## src/rtl/core/sslcm_pkg.sv

```systemverilog
// Package: shared types and constants for the slot set LCM engine.
`default_nettype none

package sslcm_pkg;

  localparam int unsigned SlotCountDef  = 6;
  localparam int unsigned ResultBitsDef = 31;
  localparam int unsigned ActionW       = 2;
  localparam int unsigned IndexW        = 3;
  localparam int unsigned ValueW        = 17;
  localparam int unsigned InDataW       = ((ActionW + IndexW + ValueW + 7) / 8) * 8;

  typedef enum logic [ActionW-1:0] {
    ACT_SET       = 2'd0,
    ACT_CLEAR     = 2'd1,
    ACT_CLEAR_ALL = 2'd2
  } action_e;

  typedef enum logic [2:0] {
    ST_IDLE,
    ST_SCAN,
    ST_GCD,
    ST_QUO,
    ST_MUL,
    ST_OUT
  } state_e;

  typedef struct packed {
    logic                wr;
    action_e             action;
    logic [IndexW-1:0]   index;
    logic [ValueW-1:0]   value;
  } slot_cmd_t;

endpackage

`default_nettype wire

```

## src/rtl/core/slot_set_lcm_engine.sv

```systemverilog
// Top level: slot set LCM engine with sequencer around a shared serial divider.
`default_nettype none

// Each input word sets one slot, empties one slot or empties all slots, and
// then yields one output word with the least common multiple of the occupied
// slots, folded from slot 0 up with Euclid's GCD. The block takes one word at
// a time and drops s_axis_tready until the result word has been taken. All
// arithmetic runs through one serial divider of D = max(RESULT_BITS, 17) bits.
// Each occupied nonzero slot takes one division per Euclid step and one more
// for the quotient; an empty slot takes none. With the default six 17-bit
// slots, D = 31. A zero in an occupied slot ends the scan with a zero result;
// once the multiple saturates, later slots are only checked for zero.

module slot_set_lcm_engine #(
  parameter int unsigned SLOT_COUNT  = sslcm_pkg::SlotCountDef,
  parameter int unsigned RESULT_BITS = sslcm_pkg::ResultBitsDef,
  localparam int unsigned OutDataW   = ((RESULT_BITS + 2 + 7) / 8) * 8
) (
  input  wire logic                          clk_i,
  input  wire logic                          rst_ni,
  // tdata: action[1:0], slot_index[4:2], resolution_value[21:5], zero pad
  input  wire logic [sslcm_pkg::InDataW-1:0] s_axis_tdata,
  input  wire logic                          s_axis_tvalid,
  output logic                               s_axis_tready,
  // tdata: common_multiple, none_present, overflowed, zero pad
  output logic [OutDataW-1:0]                m_axis_tdata,
  output logic                               m_axis_tvalid,
  input  wire logic                          m_axis_tready
);

  import sslcm_pkg::*;

  localparam int unsigned DivW  = (RESULT_BITS > ValueW) ? RESULT_BITS : ValueW;
  localparam int unsigned IdxW  = (SLOT_COUNT > 1) ? $clog2(SLOT_COUNT) : 1;
  localparam int unsigned CntW  = $clog2(SLOT_COUNT + 1);
  localparam int unsigned ProdW = RESULT_BITS + ValueW;
  localparam int unsigned PadW  = OutDataW - RESULT_BITS - 2;

  state_e state_q, state_d;

  logic [CntW-1:0]        idx_q, idx_d;
  logic [RESULT_BITS-1:0] acc_q, acc_d;
  logic [DivW-1:0]        gb_q, gb_d;
  logic [ProdW-1:0]       prod_q, prod_d;
  logic                   any_q, any_d;
  logic                   zero_q, zero_d;
  logic                   sat_q, sat_d;

  logic                   s_acc;
  slot_cmd_t              cmd;
  logic                   rd_occ;
  logic [ValueW-1:0]      rd_val;
  logic                   scan_end;

  logic                   div_start;
  logic [DivW-1:0]        div_n, div_d;
  logic                   div_busy, div_done;
  logic [DivW-1:0]        div_quot, div_rem;

  logic [RESULT_BITS-1:0] res_val;
  logic                   res_none, res_ovf;

  assign s_acc    = s_axis_tvalid && s_axis_tready;
  assign scan_end = (idx_q == CntW'(SLOT_COUNT));

  always_comb begin
    cmd.wr     = s_acc;
    cmd.action = action_e'(s_axis_tdata[ActionW-1:0]);
    cmd.index  = s_axis_tdata[ActionW +: IndexW];
    cmd.value  = s_axis_tdata[ActionW + IndexW +: ValueW];
  end

  sslcm_slots #(
    .SlotCount(SLOT_COUNT),
    .IdxW     (IdxW)
  ) u_slots (
    .clk_i   (clk_i),
    .rst_ni  (rst_ni),
    .cmd_i   (cmd),
    .rd_idx_i(idx_q[IdxW-1:0]),
    .rd_occ_o(rd_occ),
    .rd_val_o(rd_val)
  );

  sslcm_div #(
    .DataW(DivW)
  ) u_div (
    .clk_i     (clk_i),
    .rst_ni    (rst_ni),
    .start_i   (div_start),
    .dividend_i(div_n),
    .divisor_i (div_d),
    .busy_o    (div_busy),
    .done_o    (div_done),
    .quot_o    (div_quot),
    .rem_o     (div_rem)
  );

  // next state
  always_comb begin
    state_d = state_q;
    unique case (state_q)
      ST_IDLE: if (s_acc) state_d = ST_SCAN;
      ST_SCAN: begin
        if (scan_end) begin
          state_d = ST_OUT;
        end else if (rd_occ && rd_val == '0) begin
          state_d = ST_OUT;
        end else if (rd_occ && !sat_q) begin
          state_d = ST_GCD;
        end
      end
      ST_GCD:  if (div_done && div_rem == '0) state_d = ST_QUO;
      ST_QUO:  if (div_done) state_d = ST_MUL;
      ST_MUL:  state_d = ST_SCAN;
      ST_OUT:  if (m_axis_tready) state_d = ST_IDLE;
      default: state_d = ST_IDLE;
    endcase
  end

  // handshake and divider control
  always_comb begin
    s_axis_tready = 1'b0;
    m_axis_tvalid = 1'b0;
    div_start     = 1'b0;
    div_n         = DivW'(acc_q);
    div_d         = DivW'(rd_val);
    unique case (state_q)
      ST_IDLE: s_axis_tready = 1'b1;
      ST_SCAN: div_start = !scan_end && rd_occ && (rd_val != '0) && !sat_q;
      ST_GCD: begin
        div_start = div_done;
        if (div_rem == '0) begin
          div_n = DivW'(acc_q);
          div_d = gb_q;
        end else begin
          div_n = gb_q;
          div_d = div_rem;
        end
      end
      ST_QUO, ST_MUL: begin
      end
      ST_OUT: m_axis_tvalid = 1'b1;
      default: begin
      end
    endcase
  end

  // datapath
  always_comb begin
    idx_d  = idx_q;
    acc_d  = acc_q;
    gb_d   = gb_q;
    prod_d = prod_q;
    any_d  = any_q;
    zero_d = zero_q;
    sat_d  = sat_q;
    unique case (state_q)
      ST_IDLE: begin
        idx_d  = '0;
        acc_d  = RESULT_BITS'(1);
        any_d  = 1'b0;
        zero_d = 1'b0;
        sat_d  = 1'b0;
      end
      ST_SCAN: begin
        if (!scan_end) begin
          if (rd_occ) begin
            any_d = 1'b1;
            gb_d  = DivW'(rd_val);
            if (rd_val == '0) begin
              zero_d = 1'b1;
            end else if (sat_q) begin
              idx_d = idx_q + CntW'(1);
            end
          end else begin
            idx_d = idx_q + CntW'(1);
          end
        end
      end
      ST_GCD: begin
        if (div_done && div_rem != '0) begin
          gb_d = div_rem;
        end
      end
      ST_QUO: begin
        if (div_done) begin
          prod_d = ProdW'(div_quot[RESULT_BITS-1:0]) * ProdW'(rd_val);
        end
      end
      ST_MUL: begin
        idx_d = idx_q + CntW'(1);
        if (prod_q > ProdW'({RESULT_BITS{1'b1}})) begin
          sat_d = 1'b1;
          acc_d = {RESULT_BITS{1'b1}};
        end else begin
          acc_d = prod_q[RESULT_BITS-1:0];
        end
      end
      ST_OUT: begin
      end
      default: begin
      end
    endcase
  end

  always_ff @(posedge clk_i or negedge rst_ni) begin
    if (!rst_ni) begin
      state_q <= ST_IDLE;
      idx_q   <= '0;
      any_q   <= 1'b0;
      zero_q  <= 1'b0;
      sat_q   <= 1'b0;
    end else begin
      state_q <= state_d;
      idx_q   <= idx_d;
      any_q   <= any_d;
      zero_q  <= zero_d;
      sat_q   <= sat_d;
    end
  end

  always_ff @(posedge clk_i) begin
    acc_q  <= acc_d;
    gb_q   <= gb_d;
    prod_q <= prod_d;
  end

  assign res_none = !any_q;
  assign res_val  = (any_q && !zero_q) ? acc_q : '0;
  assign res_ovf  = any_q && !zero_q && sat_q;

  assign m_axis_tdata = {{PadW{1'b0}}, res_ovf, res_none, res_val};

`ifndef SYNTHESIS
  a_one_side: assert property (@(posedge clk_i) disable iff (!rst_ni)
    !(s_axis_tready && m_axis_tvalid))
    else $error("input and output sides open together");

  a_busy_after_accept: assert property (@(posedge clk_i) disable iff (!rst_ni)
    (s_axis_tvalid && s_axis_tready) |=> !s_axis_tready)
    else $error("ready held after accepting a word");

  a_div_no_restart: assert property (@(posedge clk_i) disable iff (!rst_ni)
    div_start |-> !div_busy)
    else $error("divider started while busy");

  a_empty_result: assert property (@(posedge clk_i) disable iff (!rst_ni)
    (m_axis_tvalid && res_none) |-> (res_val == '0 && !res_ovf))
    else $error("empty slot set gives nonzero result");
`endif

endmodule

`default_nettype wire

```

## src/rtl/core/sslcm_div.sv

```systemverilog
// Serial restoring divider: one quotient bit per cycle.
`default_nettype none

module sslcm_div #(
  parameter int unsigned DataW = 31
) (
  input  wire logic             clk_i,
  input  wire logic             rst_ni,
  input  wire logic             start_i,
  input  wire logic [DataW-1:0] dividend_i,
  input  wire logic [DataW-1:0] divisor_i,
  output logic                  busy_o,
  output logic                  done_o,
  output logic [DataW-1:0]      quot_o,
  output logic [DataW-1:0]      rem_o
);

  localparam int unsigned CntW = $clog2(DataW + 1);

  logic [DataW-1:0] rem_q, rem_d;
  logic [DataW-1:0] quo_q, quo_d;
  logic [DataW-1:0] dvs_q, dvs_d;
  logic [CntW-1:0]  cnt_q, cnt_d;
  logic             busy_q, busy_d;
  logic             done_q, done_d;
  logic [DataW:0]   rem_sh;
  logic [DataW:0]   diff;

  assign rem_sh = {rem_q, quo_q[DataW-1]};
  assign diff   = rem_sh - {1'b0, dvs_q};

  always_comb begin
    rem_d  = rem_q;
    quo_d  = quo_q;
    dvs_d  = dvs_q;
    cnt_d  = cnt_q;
    busy_d = busy_q;
    done_d = 1'b0;
    if (start_i) begin
      rem_d  = '0;
      quo_d  = dividend_i;
      dvs_d  = divisor_i;
      cnt_d  = CntW'(DataW);
      busy_d = 1'b1;
    end else if (busy_q) begin
      if (!diff[DataW]) begin
        rem_d = diff[DataW-1:0];
        quo_d = {quo_q[DataW-2:0], 1'b1};
      end else begin
        rem_d = rem_sh[DataW-1:0];
        quo_d = {quo_q[DataW-2:0], 1'b0};
      end
      cnt_d = cnt_q - CntW'(1);
      if (cnt_q == CntW'(1)) begin
        busy_d = 1'b0;
        done_d = 1'b1;
      end
    end
  end

  always_ff @(posedge clk_i or negedge rst_ni) begin
    if (!rst_ni) begin
      cnt_q  <= '0;
      busy_q <= 1'b0;
      done_q <= 1'b0;
    end else begin
      cnt_q  <= cnt_d;
      busy_q <= busy_d;
      done_q <= done_d;
    end
  end

  always_ff @(posedge clk_i) begin
    rem_q <= rem_d;
    quo_q <= quo_d;
    dvs_q <= dvs_d;
  end

  assign busy_o = busy_q;
  assign done_o = done_q;
  assign quot_o = quo_q;
  assign rem_o  = rem_q;

endmodule

`default_nettype wire

```

## src/rtl/core/sslcm_slots.sv

```systemverilog
// Slot register file: values and occupied bits, updated by set and empty commands.
`default_nettype none

module sslcm_slots #(
  parameter int unsigned SlotCount = 6,
  parameter int unsigned IdxW      = 3
) (
  input  wire logic                        clk_i,
  input  wire logic                        rst_ni,
  input  wire sslcm_pkg::slot_cmd_t        cmd_i,
  input  wire logic [IdxW-1:0]             rd_idx_i,
  output logic                             rd_occ_o,
  output logic [sslcm_pkg::ValueW-1:0]     rd_val_o
);

  import sslcm_pkg::*;

  logic [ValueW-1:0]    val_q [SlotCount];
  logic [SlotCount-1:0] occ_q, occ_d;
  logic [SlotCount-1:0] set_hit;

  always_comb begin
    occ_d   = occ_q;
    set_hit = '0;
    if (cmd_i.wr) begin
      unique case (cmd_i.action)
        ACT_SET: begin
          for (int i = 0; i < SlotCount; i++) begin
            if (32'(cmd_i.index) == i) begin
              occ_d[i]   = 1'b1;
              set_hit[i] = 1'b1;
            end
          end
        end
        ACT_CLEAR: begin
          for (int i = 0; i < SlotCount; i++) begin
            if (32'(cmd_i.index) == i) begin
              occ_d[i] = 1'b0;
            end
          end
        end
        ACT_CLEAR_ALL: occ_d = '0;
        default: occ_d = occ_q;
      endcase
    end
  end

  always_ff @(posedge clk_i or negedge rst_ni) begin
    if (!rst_ni) begin
      occ_q <= '0;
    end else begin
      occ_q <= occ_d;
    end
  end

  always_ff @(posedge clk_i) begin
    for (int i = 0; i < SlotCount; i++) begin
      if (set_hit[i]) begin
        val_q[i] <= cmd_i.value;
      end
    end
  end

  assign rd_occ_o = occ_q[rd_idx_i];
  assign rd_val_o = val_q[rd_idx_i];

endmodule

`default_nettype wire

```

## config.mk

```make
export PLATFORM = sky130hd
export DESIGN_NAME = slot_set_lcm_engine
export DESIGN_NICKNAME = d
export VERILOG_FILES = /design/src/rtl/core/sslcm_pkg.sv /design/src/rtl/core/slot_set_lcm_engine.sv /design/src/rtl/core/sslcm_div.sv /design/src/rtl/core/sslcm_slots.sv
export SDC_FILE = /design/constraint.sdc
export NUM_CORES = 2
export LEC_CHECK = 0
export ABC_AREA = 1
export BUFFER_PORTS_ARGS = -buffer_cell sky130_fd_sc_hd__buf_2
export CAP_MARGIN = 10
export CORE_ASPECT_RATIO = 0.75
export CORE_MARGIN = 2
export CORE_UTILIZATION = 30
export CTS_BUF_LIST = sky130_fd_sc_hd__clkbuf_4 sky130_fd_sc_hd__clkbuf_8 sky130_fd_sc_hd__clkbuf_16
export DETAILED_ROUTE_END_ITERATION = 12
export GPL_TIMING_DRIVEN = 1
export PLACE_DENSITY_LB_ADDON = 0.08
export SETUP_SLACK_MARGIN = 0.05
export SYNTH_ARGS = -nofsm -noshare
export SYNTH_HDL_FRONTEND = slang
export SYNTH_SLANG_ARGS = --single-unit
```

## constraint.sdc

```tcl
create_clock -name clk_i -period 6.8 [get_ports clk_i]
set_input_delay 0 -clock clk_i [delete_from_list [all_inputs] [get_ports clk_i]]
set_output_delay 0 -clock clk_i [all_outputs]
set_load 0.005 [all_outputs]
```

# Word-level counts from Yosys, hierarchy flattened

Memories as Yosys holds them, arrays and structs flattened.
Cells that the tools add are included.

Reductions and logical operators: 45
$lt $le $gt $ge: 2
Eq/ne operators: 38
Add/subtract/negate cells: 3
Multiplexer cells: 98
Multiply operators: 1

Operator list:

| kind                                                                               | number |
|---|---|
| 31-bit 2-to-1 mux                                                                  | 11 |
| 31-bit case mux with 2 select lines                                                | 2 |
| 17-bit 2-to-1 mux                                                                  | 6 |
| 17-bit OR reduction                                                                | 5 |
| 1-bit 2-to-1 mux                                                                   | 51 |
| 48-bit by 31-bit greater-than comparator with 1-bit output (second input constant) | 1 |
| 31-bit by 17-bit multiplier with 48-bit output                                     | 1 |
| 3-bit 2-to-1 mux                                                                   | 16 |
| 4-bit AND reduction                                                                | 9 |
| 32-bit by 31-bit subtractor with 32-bit output                                     | 1 |
| 31-bit zero test                                                                   | 1 |
| 31-bit nonzero test                                                                | 1 |
| 2-bit by 1-bit != test with 1-bit output (second input constant)                   | 13 |
| 3-bit case mux with 6 select lines                                                 | 1 |
| 6-bit case mux with 3 select lines                                                 | 1 |
| 17-bit zero test                                                                   | 1 |
| 17-bit nonzero test                                                                | 1 |
| 2-bit != test (second input constant)                                              | 8 |
| 3-bit == test (second input constant)                                              | 5 |
| 3-bit by 2-bit == test with 1-bit output (second input constant)                   | 4 |
| 6-bit 2-to-1 mux                                                                   | 2 |
| 1-bit logical AND                                                                  | 10 |
| 5-bit 2-to-1 mux                                                                   | 2 |
| 3-bit case mux with 3 select lines                                                 | 1 |
| 19 further kinds                                                                   | 33 |

Input port bits: 28
Word-level logic and storage cells: 209
Output and inout bits: 42
Memories kept: 1
Flip-flop bits (word level): 225
RAM bits: 102

Memories:

| name          | words | width | read ports | clocked after memory_dff | write ports | line              | RTL |
|---|---|---|---|---|---|---|---|
| u_slots.val_q | 6     | 17    | 1          | 0                        | 1           | sslcm_slots.sv:18 | `logic [ValueW-1:0] val_q [SlotCount];` |

# Depth between registers and ports, before layout

Word-level depth: 12
Mapped depth: 36
Gate-level depth less buffers: 32

# Cells and area by module

Synthesis repeated with hierarchy kept, for this count alone.

Cells, all modules: 4666
Area, all modules: 35794.3 um^2

By module, submodules not included:

| module              | instances | cells an instance | sequential area each (um^2) | area an instance (um^2) |
|---|---|---|---|---|
| slot_set_lcm_engine | 1         | 3287              | 3528.4                      | 24448.4 |
| sslcm_div           | 1         | 989               | 2657.5                      | 6827.8 |
| sslcm_slots         | 1         | 390               | 3213.1                      | 4518.1 |

# Least setup slack after synthesis

Ideal clock, no wire load.

Path kind: register -> register
Start point: register idx_q[1]
End point: register prod_q[38], data pin
Slack: 0.445 ns
Library setup time: 0.258 ns
Clock period less this slack: 6.355 ns
Arrival time: 6.097 ns
Cell stages (with the launch flop): 27
Data required time: 6.542 ns
Buffers on the path: 3
Cells stage by stage: dfrtp_1 > inv_2 > buf_2 > nand3_1 > nand3_1 > nand2_1 > clkbuf_1 > inv_1 > clkbuf_1 > nor2_1 > fa_1 > inv_1 > fa_1 > fa_1 > inv_1 > fa_1 > fa_1 > fa_1 > ha_1 > nand2_1 > nor2_1 > nand4_1 > o21ai_0 > inv_1 > o21ai_0 > a21oi_1 > xnor2_1

Word-level cells in the longest chain between the ends: 2

Ends and longest elaborated chain:

| item                                           | line                       | RTL |
|---|---|---|
| from (decl)                                    | slot_set_lcm_engine.sv:41  | `logic [CntW-1:0] idx_q, idx_d;` |
| from (signal assigned)                         | slot_set_lcm_engine.sv:216 | `idx_q <= idx_d;` |
| memory 6 x 17 bit                              | n/a                        |  |
| 31-bit by 17-bit multiplier with 48-bit output | slot_set_lcm_engine.sv:188 | `prod_d = ProdW'(div_quot[RESULT_BITS-1:0]) * ProdW'(rd_val);` |
| to (signal assigned)                           | slot_set_lcm_engine.sv:226 | `prod_q <= prod_d;` |
| to (decl)                                      | slot_set_lcm_engine.sv:44  | `logic [ProdW-1:0] prod_q, prod_d;` |

Every way passes these cells.
A chain may end at the register's enable or synchronous reset.

# Final worst setup path

Start point: register idx_q[0]
End point: register prod_q[37], data pin

The elaborated chain is that of the path after synthesis.

==> results.sh <==
export IMPL_overflow=0
export IMPL_start_util=0.302
export IMPL_synth_top_area_frac=0.265
export IMPL_yosysTopAreaCell="fa_1"
export IMPL_synth_xor_area_frac=0.0165
export IMPL_syn_area_per_cell_sq_um=8.43
export IMPL_drtPass1Iterations=5
export IMPL_ys_ff_latch=327
export IMPL_drive_gt1_frac=0.204
export IMPL_startpoint_type="register"
export IMPL_yosysWarnings=0
export IMPL_fin_skew_ns=0.0490
export IMPL_rows=105
export IMPL_layout_nets=4881
export IMPL_drv_cap=0
export IMPL_cp_data_arrival_time_ns=7.08
export IMPL_peakVddDrop_mv=0.160
export IMPL_clk_path_buf_depth=3
export IMPL_fill_cells=11425
export IMPL_gr_usage_all_layers=0.226
export IMPL_placed_cells=5580
export IMPL_drc=0
export IMPL_crit_start="idx_q[0]"
export IMPL_slowest_delay_ns=0.63
export IMPL_setup_worst_path_class="reg2reg"
export IMPL_die_w_microns=387
export IMPL_grt_pass1_wl_microns=187000
export IMPL_cp_max_fo=13
export IMPL_synth_cells=3907
export IMPL_cts_sinks=327
export IMPL_synth_area_sq_um=32900
export IMPL_critPathSlowestCell="fa_2"
export IMPL_hpwl_microns=101000
export IMPL_worst_pin_slew_ns=1.18
export IMPL_outcome="completed"
export IMPL_slew_viol_final=0
export IMPL_hp_start="s_axis_tdata[3]"
export IMPL_fmax_mhz=149
export IMPL_worst_hold_path_type="in2reg"
export IMPL_fin_crit_ns=6.72
export IMPL_synth_main_ff_cell="edfxtp_1"
export IMPL_wl_per_cell_microns=22.6
export IMPL_r2r_start="idx_q[0]"
export IMPL_p_leak_uw=0.0197
export IMPL_synth_common_cells="nand2_1 (908), inv_1 (774), nor2_1 (445)"
export IMPL_place_gp_congestion=0.879
export IMPL_synth_edf_count=274
export IMPL_vias=26805
export IMPL_multi_input_area_sq_um=21400
export IMPL_worst_path_most_repeated_cell="nand2_1"
export IMPL_synthAdderAreaFrac=0.325
export IMPL_fin_crit_sh=0.988
export IMPL_yosysSeqAreaShare=0.285
export IMPL_synth_area_top_cells="fa_1 (26%), edfxtp_1 (25%), nand2_1 (10%)"
export IMPL_r2r_slack_ns=0.08
export IMPL_p_per_area_nw_per_um2=108
export IMPL_holdPathStages=4
export IMPL_port_buffers=60
export IMPL_cp_required_ns=7.16
export IMPL_vias_per_cell=4.68
export IMPL_insertion_delay_ns=0.61
export IMPL_setup_viol=0
export IMPL_ios=70
export IMPL_whs_ns=0.0546
export IMPL_antenna_found_initial=1
export IMPL_register_area_sq_um=9400
export IMPL_worstHoldEndpoint="u_slots.occ_q[5]"
export IMPL_synth_top_family_by_area="adder cells"
export IMPL_htree_levels=2
export IMPL_synthArstFlopShare=0.0673
export IMPL_cts_tree="built"
export IMPL_core_sq_um=109000
export IMPL_routed_wl_microns=129000
export IMPL_ant_nets=0
export IMPL_cts_clk_slew_worst_paths_ns=0.06
export IMPL_area_delta_synth_final_pct=24.4
export IMPL_dieArea_sq_um=112000
export IMPL_fp_dieH_microns=291
export IMPL_synth_compound_area_share=0.0619
export IMPL_synth_simple_gate_area_frac=0.196
export IMPL_relSlewSlack=0.210
export IMPL_root_buffer="clkbuf_16"
export IMPL_hold_violations=0
export IMPL_cp_end_kind="register"
export IMPL_r2r_end="prod_q[37]"
export IMPL_layout_cells_non_filler=5731
export IMPL_cts_inserted_buffers=38
export IMPL_ys_types=45
export IMPL_grt_max_degree=70
export IMPL_grt_pass1_vias=27206
export IMPL_synth_mux_area_frac=0
export IMPL_drt_iter0_markers=2038
export IMPL_synth_most_common_cell="nand2_1"
export IMPL_rsz0062_at_grt="yes"
export IMPL_reg2reg_depth=30
==> flip-flops by register name, indices dropped and copies added, names as in the netlist, 5 cells and up <==
name / count
acc_q: 31
gb_q: 31
prod_q: 48
u_div.cnt_q: 5
u_div.dvs_q: 31
u_div.quot_o: 31
u_div.rem_o: 31
u_slots.occ_q: 6
u_slots.val_q: 102
==> power breakdown <==
part           internal (uW)  switching (uW)  total [uW]
combinational           17.6            23.3        40.9
sequential              2150               0        2150
clock                   1230             989        2220
==> layout make-up <==
| class | instances | share of cell area |
|---|---|---|
| Timing Repair inverter | 1 | 0.000122 |
| Antenna cell | 2 | 0.000122 |
| Multi-Input combinational cell | 2637 | 0.522 |
| Clock inverter | 25 | 0.00776 |
| Clock buffer | 42 | 0.0243 |
| Sequential cell | 327 | 0.229 |
| Tap cell | 1444 | 0.0441 |
| Timing Repair Buffer | 464 | 0.0992 |
| Inverter | 789 | 0.0732 |
==> per-layer routing <==
metal  track usage  up-vias  wire, microns  share of wire
met5             0        -              0              0
met4        0.0352        0           1810          0.014
met3        0.0585       81           9580          0.074
met2         0.317      621          52400           0.41
met1         0.351    13410          65600           0.51
li1              -    12693              -              -
==> how the worst max path moves through the flow <==
stage | end | slack (ns) | cells after the start
floorplan | prod_q[38] | 0.44 | 26
global placement | prod_q[38] | -0.43 | 29
detailed placement | prod_q[38] | -0.31 | 29
CTS | prod_q[46] | 0.02 | 29
global route | prod_q[37] | -0.14 | 29
finish | prod_q[37] | 0.08 | 30
==> per-stage QoR <==
step	area, sq um	setup slack [ns]	utilization	setup TNS (ns)	total power (uW)
3_5_place_dp	37100	-0.311	0.340	-2.78	2220
3_3_place_gp	37100	-0.433	0.340	-3.68	2220
2_1_floorplan	32900	0.445	-	0	2200
5_1_grt	41000	-0.141	0.376	-1.16	4550
4_1_cts	39100	0.0242	0.359	0	4470
6_report	41000	0.0817	0.376	0	4420
==> cells by family (layout without fill, tap and decap cells) <==
logic type	count (synthesis)	in the layout
buf+inv	949	1321
compound gates	360	360
fa+ha+maj	595	595
other cells	1	9
simple gates	1613	1613
flops	327	327
xor+xnor	62	62
==> critical path: cells and delay by family (launching register included) <==
kind	cells	cell delay (ns)
adder cells (fa/ha/maj)	7	3.48
buffers and inverters	7	0.89
AND/OR/NAND/NOR	12	0.87
AO/OA/AOI/OAI	4	0.68
flip-flops	1	0.49
==> cell usage in the layout, fill, tap and decap left out, types with 13 or more instances in the layout <==
master         count
nand3_1          175
edfxtp_1         274
inv_2             39
o21ai_0          111
nor3_1            14
dfxtp_1           31
nor2_2            34
buf_12            37
nand2_1          864
nor2_1           387
xor2_1            44
buf_2             60
nand2_2           30
o21ai_2           46
ha_1             130
nand3_2           13
xnor2_1           13
fa_1             398
o21ai_1           26
dlygate4sd3_1     30
buf_6             14
dfrtp_1           20
nand2_4           19
buf_4            314
inv_1            732
ha_4              29
nor2_4            26
a21oi_1           89
fa_2              37
clkbuf_16         44
a21oi_2           22
==> repair_timing <==
item / CTS / global route
endpoints found under the setup margin: 30 / 33
buffers inserted: 8 / 36
gates cloned: 1 / 8
gates resized for setup: 81 / 362
pin swaps: 10 / 82
hold buffers: 31 / 0
endpoints found under the hold margin: 133 / 0
No activity file was read; power rests on OpenSTA's default activity.
